<file path="src/gwm_pkg.sv">
// Shared types, constants and helpers for the glob wildcard matcher.
// Used by gwm_loader, gwm_nfa and glob_wildcard_matcher; no dependencies.
package gwm_pkg;

  // Token store geometry
  localparam int MAX_TOKENS = 32;
  localparam int CNT_W      = $clog2(MAX_TOKENS + 1);
  localparam int IDX_W      = (MAX_TOKENS > 1) ? $clog2(MAX_TOKENS) : 1;
  localparam int SET_W      = MAX_TOKENS + 1;

  // Special pattern bytes
  localparam logic [7:0] CH_STAR      = 8'h2A;
  localparam logic [7:0] CH_QUESTION  = 8'h3F;
  localparam logic [7:0] CH_BACKSLASH = 8'h5C;
  localparam logic [7:0] CH_UPPER_A   = 8'h41;
  localparam logic [7:0] CH_UPPER_Z   = 8'h5A;
  localparam logic [7:0] CASE_OFFSET  = 8'h20;

  // Token kinds
  typedef enum logic [1:0] {
    KIND_LIT = 2'd0,
    KIND_ONE = 2'd1,
    KIND_RUN = 2'd2
  } kind_t;

  // One input transaction
  typedef struct packed {
    logic       func;
    logic [7:0] char_byte;
    logic       byte_valid;
    logic       last;
  } item_t;

  // Pattern status handed from the loader to the matcher
  typedef struct packed {
    logic [CNT_W-1:0] count;
    logic             overflow;
  } pat_status_t;

  typedef logic [MAX_TOKENS-1:0][7:0] tok_char_vec_t;
  typedef kind_t [MAX_TOKENS-1:0]     tok_kind_vec_t;

  // Fold ASCII upper case to lower case
  function automatic logic [7:0] fold(input logic [7:0] c);
    logic [7:0] r;
    r = c;
    if (c >= CH_UPPER_A && c <= CH_UPPER_Z) begin
      r = c + CASE_OFFSET;
    end
    return r;
  endfunction

endpackage

</file>
<file path="src/gwm_loader.sv">
// Pattern compiler: turns pattern bytes into star / question / literal tokens.
// Depends on gwm_pkg. Holds the token store and pattern status registers.
module gwm_loader
  import gwm_pkg::*;
(
  input  logic          clk,
  input  logic          rst,
  input  logic          upd,
  input  item_t         item,
  output tok_char_vec_t token_char,
  output tok_kind_vec_t token_kind,
  output pat_status_t   status
);

  logic [CNT_W-1:0] token_count;
  logic             escape_pending;
  logic             load_overflow;
  logic             last_run;
  logic             pattern_open;

  logic [CNT_W-1:0] token_count_next;
  logic             escape_pending_next;
  logic             load_overflow_next;
  logic             last_run_next;
  logic             pattern_open_next;
  tok_char_vec_t    token_char_next;
  tok_kind_vec_t    token_kind_next;

  logic [2:0]       slot_en;
  kind_t            slot_kind [3];
  logic [7:0]       slot_ch   [3];

  logic [CNT_W-1:0] cnt0;
  logic             ovf0;
  logic             lr0;
  logic             esc0;
  logic             esc1;
  logic             c_special;

  assign status.count    = token_count;
  assign status.overflow = load_overflow;

  // Decode up to three token adds: pending backslash, the byte, close backslash
  always_comb begin
    c_special = (item.char_byte == CH_STAR) || (item.char_byte == CH_QUESTION);
    slot_en   = '0;
    slot_kind[0] = KIND_LIT;
    slot_kind[1] = KIND_LIT;
    slot_kind[2] = KIND_LIT;
    slot_ch[0]   = c_special ? item.char_byte : CH_BACKSLASH;
    slot_ch[1]   = item.char_byte;
    slot_ch[2]   = CH_BACKSLASH;
    if (item.char_byte == CH_STAR) begin
      slot_kind[1] = KIND_RUN;
    end else if (item.char_byte == CH_QUESTION) begin
      slot_kind[1] = KIND_ONE;
    end

    if (!item.func) begin
      // Pattern transaction: a new pattern starts from a cleared store
      cnt0 = pattern_open ? token_count    : '0;
      ovf0 = pattern_open ? load_overflow  : 1'b0;
      lr0  = pattern_open ? last_run       : 1'b0;
      esc0 = pattern_open ? escape_pending : 1'b0;
      slot_en[0] = item.byte_valid && esc0;
      slot_en[1] = item.byte_valid && !(esc0 && c_special) &&
                   (item.char_byte != CH_BACKSLASH);
      esc1       = item.byte_valid ? (item.char_byte == CH_BACKSLASH) : esc0;
      slot_en[2] = item.last && esc1;
      escape_pending_next = item.last ? 1'b0 : esc1;
      pattern_open_next   = !item.last;
    end else begin
      // Name transaction: close an open pattern first
      cnt0 = token_count;
      ovf0 = load_overflow;
      lr0  = last_run;
      esc0 = escape_pending;
      esc1 = escape_pending;
      slot_en[2] = pattern_open && escape_pending;
      escape_pending_next = pattern_open ? 1'b0 : escape_pending;
      pattern_open_next   = 1'b0;
    end
  end

  // Apply the adds in order: merge stars, drop on full store
  always_comb begin
    token_count_next   = cnt0;
    load_overflow_next = ovf0;
    last_run_next      = lr0;
    token_char_next    = token_char;
    token_kind_next    = token_kind;
    for (int s = 0; s < 3; s++) begin
      if (slot_en[s]) begin
        if (slot_kind[s] == KIND_RUN && last_run_next) begin
          // consecutive stars merge
        end else if (token_count_next >= CNT_W'(MAX_TOKENS)) begin
          load_overflow_next = 1'b1;
        end else begin
          token_char_next[token_count_next[IDX_W-1:0]] = fold(slot_ch[s]);
          token_kind_next[token_count_next[IDX_W-1:0]] = slot_kind[s];
          token_count_next = token_count_next + 1'b1;
          last_run_next    = (slot_kind[s] == KIND_RUN);
        end
      end
    end
  end

  // Control state
  always_ff @(posedge clk) begin
    if (rst) begin
      token_count    <= '0;
      escape_pending <= 1'b0;
      load_overflow  <= 1'b0;
      last_run       <= 1'b0;
      pattern_open   <= 1'b0;
    end else if (upd) begin
      token_count    <= token_count_next;
      escape_pending <= escape_pending_next;
      load_overflow  <= load_overflow_next;
      last_run       <= last_run_next;
      pattern_open   <= pattern_open_next;
    end
  end

  // Token store, folded characters
  always_ff @(posedge clk) begin
    if (upd) begin
      token_char <= token_char_next;
      token_kind <= token_kind_next;
    end
  end

endmodule

</file>
<file path="src/gwm_nfa.sv">
// Bit-parallel active-position tracker for name bytes against the token store.
// Depends on gwm_pkg. Holds the active set and the name-in-progress flag.
module gwm_nfa
  import gwm_pkg::*;
(
  input  logic          clk,
  input  logic          rst,
  input  logic          upd,
  input  item_t         item,
  input  tok_char_vec_t token_char,
  input  tok_kind_vec_t token_kind,
  input  pat_status_t   status,
  output logic          res_matched,
  output logic          res_overflow
);

  logic [SET_W-1:0]      active_positions;
  logic                  in_name;

  logic [MAX_TOKENS-1:0] vmask;
  logic [MAX_TOKENS-1:0] run_mask;
  logic [SET_W-1:0]      start;
  logic [SET_W-1:0]      step;
  logic [SET_W-1:0]      closed;
  logic [SET_W-1:0]      after;
  logic [7:0]            fc;

  // Advance the set by one byte, then carry positions across stars
  always_comb begin
    fc = fold(item.char_byte);
    for (int i = 0; i < MAX_TOKENS; i++) begin
      vmask[i]    = CNT_W'(i) < status.count;
      run_mask[i] = vmask[i] && (token_kind[i] == KIND_RUN);
    end
    start = active_positions;
    if (!in_name) begin
      start    = '0;
      start[0] = 1'b1;
      start[1] = run_mask[0];
    end
    step = '0;
    for (int i = 0; i < MAX_TOKENS; i++) begin
      if (start[i] && vmask[i]) begin
        if (token_kind[i] == KIND_RUN) begin
          step[i] = 1'b1;
        end else if (token_kind[i] == KIND_ONE || token_char[i] == fc) begin
          step[i+1] = 1'b1;
        end
      end
    end
    closed       = step | {step[MAX_TOKENS-1:0] & run_mask, 1'b0};
    after        = item.byte_valid ? closed : start;
    res_overflow = status.overflow;
    res_matched  = after[status.count] && !status.overflow;
  end

  // Hold the set between bytes; drop it on name end or pattern transaction
  always_ff @(posedge clk) begin
    if (rst) begin
      active_positions <= '0;
      in_name          <= 1'b0;
    end else if (upd) begin
      if (!item.func || item.last) begin
        active_positions <= '0;
        in_name          <= 1'b0;
      end else begin
        active_positions <= after;
        in_name          <= 1'b1;
      end
    end
  end

endmodule

</file>
<file path="src/glob_wildcard_matcher.sv">
// Top level of the glob wildcard matcher: input, compile and match stages.
// Depends on gwm_pkg, gwm_loader and gwm_nfa.
//
// Usage:
//   Item channel (item_valid / item_stall) carries func, char_byte,
//   byte_valid and last. func = 0 loads pattern bytes (star, question mark,
//   backslash escape, case-insensitive literals); func = 1 streams a name.
//   Result channel (result_valid / result_stall) gives matched and
//   pattern_overflow once per name, on its last transaction.
//   A transaction moves when valid is high and stall is low.
// Timing:
//   Three register stages: input, pattern compile, match. A result is
//   registered once the name's last transaction has left the compile stage.
//   One transaction per cycle sustained while no result is held under
//   result_stall; the compile and active-set logic is combinational.
// Reset:
//   Synchronous rst clears the pattern (empty pattern, no overflow), the
//   active set and all stage valids.
// Backpressure:
//   While a result is held under result_stall the whole pipeline freezes
//   and item_stall is raised; it drops the cycle the result is taken.
module glob_wildcard_matcher
  import gwm_pkg::*;
(
  input  logic       clk,
  input  logic       rst,
  input  logic       item_valid,
  output logic       item_stall,
  input  logic       func,
  input  logic [7:0] char_byte,
  input  logic       byte_valid,
  input  logic       last,
  output logic       result_valid,
  input  logic       result_stall,
  output logic       matched,
  output logic       pattern_overflow
);

  logic          en;
  logic          s1_valid;
  logic          s2_valid;
  item_t         s1_item;
  item_t         s2_item;
  tok_char_vec_t token_char;
  tok_kind_vec_t token_kind;
  pat_status_t   status;
  logic          res_matched;
  logic          res_overflow;

  // Advance the pipeline unless a result is held
  assign en         = !(result_valid && result_stall);
  assign item_stall = !en;

  // Stage valids
  always_ff @(posedge clk) begin
    if (rst) begin
      s1_valid     <= 1'b0;
      s2_valid     <= 1'b0;
      result_valid <= 1'b0;
    end else if (en) begin
      s1_valid     <= item_valid;
      s2_valid     <= s1_valid;
      result_valid <= s2_valid && s2_item.func && s2_item.last;
    end
  end

  // Stage payloads and result
  always_ff @(posedge clk) begin
    if (en) begin
      s1_item.func       <= func;
      s1_item.char_byte  <= char_byte;
      s1_item.byte_valid <= byte_valid;
      s1_item.last       <= last;
      s2_item            <= s1_item;
      matched            <= res_matched;
      pattern_overflow   <= res_overflow;
    end
  end

  gwm_loader u_loader (
    .clk        (clk),
    .rst        (rst),
    .upd        (en && s1_valid),
    .item       (s1_item),
    .token_char (token_char),
    .token_kind (token_kind),
    .status     (status)
  );

  gwm_nfa u_nfa (
    .clk          (clk),
    .rst          (rst),
    .upd          (en && s2_valid),
    .item         (s2_item),
    .token_char   (token_char),
    .token_kind   (token_kind),
    .status       (status),
    .res_matched  (res_matched),
    .res_overflow (res_overflow)
  );

endmodule
</file>
<file path="config.mk">
export PLATFORM = sky130hd
export DESIGN_NAME = glob_wildcard_matcher
export DESIGN_NICKNAME = d
export VERILOG_FILES = /design/src/gwm_pkg.sv /design/src/gwm_loader.sv /design/src/gwm_nfa.sv /design/src/glob_wildcard_matcher.sv
export SDC_FILE = /design/constraint.sdc
export NUM_CORES = 1
export LEC_CHECK = 0
export BUFFER_PORTS_ARGS = -buffer_cell sky130_fd_sc_hd__buf_2
export CORE_MARGIN = 1
export CORE_UTILIZATION = 25
export DETAILED_ROUTE_END_ITERATION = 12
export HOLD_SLACK_MARGIN = 0.08
export PLACE_DENSITY_LB_ADDON = 0.3
export SETUP_SLACK_MARGIN = 0.2
export SYNTH_ARGS = -nofsm -noshare
export SYNTH_HDL_FRONTEND = slang
export SYNTH_SLANG_ARGS = --single-unit
</file>
<file path="constraint.sdc">
create_clock -name clk -period 13.9 [get_ports clk]
set_input_delay 2.085 -clock clk [delete_from_list [all_inputs] [get_ports clk]]
set_output_delay 2.085 -clock clk [all_outputs]
set_load 0.02 [all_outputs]
</file>
==> results.ini, run 1 <==
[outcome]
status=completed

[timing]
final-setup-viol-count=0
fin_crit_ns=5.945
period_share_pct=42.77
worst_pin_slew_ns=1.302
drv_slew=0
clock.fmax_mhz=168.2
relSlewSlack_pct=12.55
final.setup.tns_ns=0
clock_skew_ns=0.01378
rsz0062_at_grt=no
hold_violations=0

[synthesis]
avgSynthCellArea_um2=8.464
netlist_instances=3050
ys_seq_elements=391
synth_edf_count=344
ys.flop_type=edfxtp_1
synth.yosys.warnings=0
ys_seq_area_share_pct=43.66
synth_area_um2=25810
synth.net_count=3079
async_reset_ff_share_pct=0
yosysUniqueCellTypes=91

[clock_tree]
clkTransAtPathRegs_ns=0.06
postCtsHoldBufs=0
numCtsBuffers=49
clock_path_buffers=3
cts_setup_buffers=0
cts_resized=0
cts_tree=built
root_buffer=clkbuf_16
clk_latency_ns=0.62
htreeDepth=2
cts.sinks=391

[global_routing]
antenna_found_initial=1
grt_use_total_pct=20.84
overflow=0
grt_max_degree=174
grt_pass1_wl_um=161100
grt_pass1_vias=22950

[finish]
mostFrequentLayoutCells=566 x nand2_1, 344 x edfxtp_1, 287 x nor2_1
multiInputGateArea_um2=13620
seqCellArea_um2=11270
area_growth_pct=11.38
final_util_pct=28.18
n_antenna_cell=0
drive_above_1_share_pct=6.351
mostFrequentLayoutCell=nand2_1
nets=3012
fillers=10990

[power_and_ir_drop]
power.leakage_nw=8.425
power_frac_comb_pct=9.5
swShare_pct=27.15
switching_power_w=0.0007599
ir_worst_vdd_uv=100.5
power_frac_seq_pct=46.8
p_per_area_nw_per_um2=97.36
clockPowerShare_pct=43.7
p_int_w=0.002039

[worst_setup_path]
startpoint_type=flip-flop
r2r_start=s1_item[3]
r2r-end=u_loader.token_char[200]
required_ns=14.24
endpoint_kind=flip-flop
setup.worst_path.class=flip-flop to flip-flop
r2r_slack_ns=7.95
worstPathArrival_ns=6.28
cp_max_fo=36
r2r_cells=14

[detailed_routing]
wl_per_cell_um=25.43
wl_met2_um=48610
dr.max_layer_used=met5
wl_met3_um=11040
final_antenna_net_count=0
drt_wl_total_um=111700
vias=24780
drt-met1-wl_um=46950
dr.pass1.iters=6
via_per_inst=5.644
drc=0
drt_first_iter_violations=3418

[placed_design]
gp_congestion=1.018
port_buffers=18
hpwl_um=72940

[floorplanning]
num_io_pins=19
die_area_um2=104500
coreArea_um2=102000
rows=117
die_width_um=323.3
die_h_um=323.3
start_util_pct=25.30

[hold_path]
hold_end=u_nfa.active_positions[6]
hold_class=flip-flop to flip-flop
hold_start=u_nfa.active_positions[6]
holdPathStages=2

[run]
maxCapViolations=0

[how the worst max path moves through the flow]
stage                             from  slack [ns]                  endpoint  depth (start not counted)
after floorplan           result_stall        2.41    u_loader.token_char[0]                          3
after global placement    result_stall        8.27  u_loader.token_char[136]                          5
after detailed placement    s1_item[3]        8.14  u_loader.token_char[200]                         14
after CTS                   s1_item[3]        8.13  u_loader.token_char[200]                         14
after global routing        s1_item[3]        7.76  u_loader.token_char[200]                         14
final                       s1_item[3]        7.95  u_loader.token_char[200]                         14
[sequential cells by signal, summed over array words and instances (netlist names), 6 cells and up]
name,flops
s1_item,11
u_loader.token_char,256
s2_item,11
u_nfa.active_positions,33
u_loader.token_kind,64
u_loader.token_count,6
[per-stage QoR]
step / instance area [um2] / setup slack [ns] / instances / hold slack (ns) / total power, W
2_1_floorplan: 25810 / 2.414 / 3050 / 0.4206 / 0.001504
3_3_place_gp: 27290 / 8.274 / 4300 / 0.4399 / 0.001591
3_5_place_dp: 27290 / 8.145 / 4300 / 0.4497 / 0.001592
4_1_cts: 28750 / 8.129 / 4391 / 0.4586 / 0.002806
5_1_grt: 28750 / 7.762 / 4391 / 0.4710 / 0.002868
6_report: 28750 / 7.955 / 4391 / 0.4624 / 0.002799
[power by group through the flow]
| stage | Clock [W] | Combinational (W) | Sequential (W) |
|---|---|---|---|
| finish | 0.00122 | 0.000265 | 0.00131 |
| CTS | 0.00124 | 0.000259 | 0.00131 |
| floorplan | 0 | 0.000163 | 0.00134 |
| global placement | 0 | 0.000257 | 0.00133 |
| global route | 0.00128 | 0.000276 | 0.00131 |
| detailed placement | 0 | 0.000258 | 0.00133 |
[cell usage after synthesis (10+ instances only)]
cell type	count	area share (%)
inv_1	38	0.55
a21o_1	13	0.38
or2_2	10	0.24
buf_2	21	0.41
nor2_1	288	4.2
nand4_1	23	0.56
and3_1	16	0.39
clkbuf_1	147	2.1
nand3_1	260	5.0
o22ai_1	11	0.27
buf_1	16	0.23
a21oi_1	223	4.3
nand2b_1	21	0.51
nor2b_1	14	0.34
nand2_1	568	8.3
and2_1	23	0.56
xnor2_1	129	4.4
a22oi_1	15	0.44
edfxtp_1	344	40
or3_1	12	0.29
o211ai_1	170	4.9
a31oi_1	29	0.70
a211oi_1	26	0.76
o21ai_0	150	2.9
nor4_1	22	0.53
nor3_1	102	2.0
xor2_1	101	3.4
ha_1	14	0.68
a2111oi_0	11	0.37
nand3b_1	12	0.35
dfxtp_1	47	3.6
[metal layers]
metal	GRT usage [%]	vias up
met5	0	-
met4	8.447	2
met3	4.207	274
met2	32.16	1426
met1	28.27	12050
li1	-	11030
[logic make-up (layout without fill, tap and decap cells)]
| group | Yosys count | count (layout) | synth area share, % |
|---|---|---|---|
| flip-flops | 391 | 391 | 43.66 |
| multiplexers | 5 | 5 | 0.2133 |
| AND/OR/NAND/NOR | 1401 | 1401 | 24.24 |
| AO/OA/AOI/OAI | 767 | 767 | 19.35 |
| adder cells (fa/ha/maj) | 21 | 21 | 0.9597 |
| XOR/XNOR | 231 | 231 | 7.866 |
| buffers and inverters | 234 | 207 | 3.708 |
[cell type report]
cell class | instances | share of cell area (%)
multi-input cells | 2425 | 47.37
flip-flops and latches | 391 | 39.21
well taps | 1368 | 5.953
clock buffers | 69 | 4.709
repair buffers | 75 | 1.845
inverters | 41 | 0.5614
clock inverters | 22 | 0.3612
[worst max-delay path, stage by stage, from the launching register on]
cell	delay (ns)
edfxtp_1	0.35
buf_4	0.35
and4bb_2	0.38
and3_2	0.21
buf_4	0.26
nor2_4	0.15
buf_4	0.55
inv_1	0.19
a21oi_2	0.42
nand3_1	0.47
nor2_1	0.36
xnor2_1	0.30
nand2_1	0.63
nor3_1	0.89
nor2_1	0.11
Power figures use the tool's default switching activity.
==> run 2: changes to the inputs <==
==> constraint.sdc (replaced) <==
create_clock -name clk -period 5.1 [get_ports clk]
set_input_delay 0.765 -clock clk [delete_from_list [all_inputs] [get_ports clk]]
set_output_delay 0.765 -clock clk [all_outputs]
set_load 0.02 [all_outputs]
==> run 2 against run 1 <==
Compared with the run above: worst setup slack worse by 7.8 ns; via count up 0.79%; sequential share of layout area down 0.81 points; critical path type unchanged; critical endpoint is now u_loader.token_char[171].
==> results.ini, run 2 (synthesis gave the netlist of run 1 again) <==
[finish]
area_growth_pct=13.72  ; was 11.38%
largest_registers=u_loader.token_char: 256 flops, u_loader.token_kind: 64 flops, u_nfa.active_positions: 33 flops  ; unchanged
final_util_pct=28.77  ; was 28.18%
largest_reg_flops=256  ; unchanged
drive_above_1_share_pct=8.401  ; was 6.351%
fillers=10920  ; was 10990
nets=3082  ; was 3012
regMostFlops=u_loader.token_char  ; unchanged
mostFrequentLayoutCell=nand2_1  ; unchanged
mostFrequentLayoutCells=566 x nand2_1, 344 x edfxtp_1, 287 x nor2_1  ; unchanged

[floorplanning]
coreArea_um2=102000  ; unchanged
die_width_um=323.3  ; unchanged
start_util_pct=25.30  ; unchanged
die_h_um=323.3  ; unchanged
rows=117  ; unchanged
die_area_um2=104500  ; unchanged
num_io_pins=19  ; unchanged

[detailed_routing]
wl_per_cell_um=25.69  ; was 25.43 um
drt_first_iter_violations=3424  ; was 3418
vias=24980  ; was 24780
drt_wl_total_um=114400  ; was 111700 um
final_antenna_net_count=0  ; unchanged
dr.max_layer_used=met5  ; unchanged
wl_met3_um=10860  ; was 11040 um
dr.pass1.iters=6  ; unchanged
via_per_inst=5.610  ; was 5.644
drc=0  ; unchanged
wl_met2_um=49500  ; was 48610 um
drt-met1-wl_um=48440  ; was 46950 um

[clock_tree]
clkTransAtPathRegs_ns=0.06  ; about the same
clock_path_buffers=3  ; unchanged
numCtsBuffers=48  ; was 49
cts_resized=0  ; unchanged
cts.sinks=391  ; unchanged
cts_tree=built  ; unchanged
clk_latency_ns=0.61  ; was 0.62 ns
cts_setup_buffers=0  ; unchanged
htreeDepth=2  ; unchanged
postCtsHoldBufs=0  ; unchanged
root_buffer=clkbuf_16  ; unchanged

[timing]
rsz0062_at_grt=no  ; unchanged
worst_pin_slew_ns=1.221  ; was 1.302 ns
final-setup-viol-count=0  ; unchanged
clock_skew_ns=0.01656  ; was 0.01378 ns
fin_crit_ns=4.897  ; was 5.945 ns
clock.fmax_mhz=204.2  ; was 168.2 MHz
relSlewSlack_pct=18.60  ; was 12.55%
hold_violations=0  ; unchanged
drv_slew=0  ; unchanged
period_share_pct=96.01  ; was 42.77%
final.setup.tns_ns=0  ; unchanged
whs_ns=0.3365  ; was 0.4624 ns

[power_and_ir_drop]
total_power_w=0.007605  ; was 0.002799 W
power.leakage_nw=8.774  ; was 8.425 nW
ir_worst_vdd_uv=212.8  ; was 100.5 uV
p_per_area_nw_per_um2=259.0  ; was 97.36 nW/um2

[run]
maxCapViolations=0  ; unchanged

[global_routing]
grt_pass1_vias=23260  ; was 22950
grt_pass1_wl_um=165300  ; was 161100 um
grt_use_total_pct=21.45  ; was 20.84%
antenna_found_initial=4  ; was 1
overflow=0  ; unchanged
grt_max_degree=91  ; was 174

[worst_setup_path]
required_ns=5.55  ; was 14.24 ns
endpoint_kind=flip-flop  ; unchanged
worstPathArrival_ns=5.35  ; was 6.28 ns
startpoint_type=flip-flop  ; unchanged
cp_max_fo=13  ; was 36
setup.worst_path.class=flip-flop to flip-flop  ; unchanged

[outcome]
status=completed  ; unchanged

[hold_path]
hold_class=primary input to flip-flop  ; was flip-flop to flip-flop

[placed_design]
port_buffers=18  ; unchanged
gp_congestion=1.017  ; was 1.018
hpwl_um=78140  ; was 72940 um

-- run 2: where the power goes --
part | switching (W) | internal [W]
clock network | 0.00144 | 0.00185
logic | 0.000537 | 0.000208
registers | 0.0000447 | 0.00353
-- run 2: metal layers --
metal / global-route usage [%] / vias to the layer above
met4: 9.658 / 6
met5: 0 / -
met2: 32.61 / 1365
li1: - / 11170
met1: 29.50 / 12180
met3: 3.750 / 257
-- run 2: stage by stage --
step	cells	instance area (um2)	setup slack (ns)
3_3_place_gp	4371	27910	0.1124
4_1_cts	4451	29330	0.2027
5_1_grt	4451	29350	0.2344
2_1_floorplan	3050	25820	1.084
6_report	4452	29360	0.2035
3_5_place_dp	4371	27910	0.2204
-- run 2: critical path, stage by stage, from the launching register on --
cell and delay (ns):
edfxtp_1 0.50, nand4b_1 0.36, nor2_2 0.67, o21ai_0 0.47, ha_1 0.35, and3_1 0.26, xnor2_2 0.33, buf_4 0.27
nor3_1 0.91, nand2_1 0.43, o21ai_0 0.17
-- run 2: layout make-up --
| class | instances | area [um2] | share of cell area [%] |
|---|---|---|---|
| diodes | 1 | 2.502 | 0.008524 |
| clock inverters | 17 | 126.4 | 0.4305 |
| repair buffers | 146 | 1126 | 3.836 |
| well taps | 1368 | 1712 | 5.831 |
| inverters | 41 | 166.4 | 0.5669 |
| flip-flops and latches | 391 | 11270 | 38.40 |
| clock buffers | 63 | 1289 | 4.390 |
| multi-input cells | 2425 | 13660 | 46.54 |
-- run 2: path summary, 6_finish.rpt --
path,startpoint,end,slack (ns),cells after the start
max,s1_item[10],u_loader.token_char[171],0.20,10
min,char_byte[7],s1_item[9],0.34,1
max reg2reg,s1_item[10],u_loader.token_char[171],0.20,10
min reg2reg,u_nfa.active_positions[6],u_nfa.active_positions[6],0.45,2
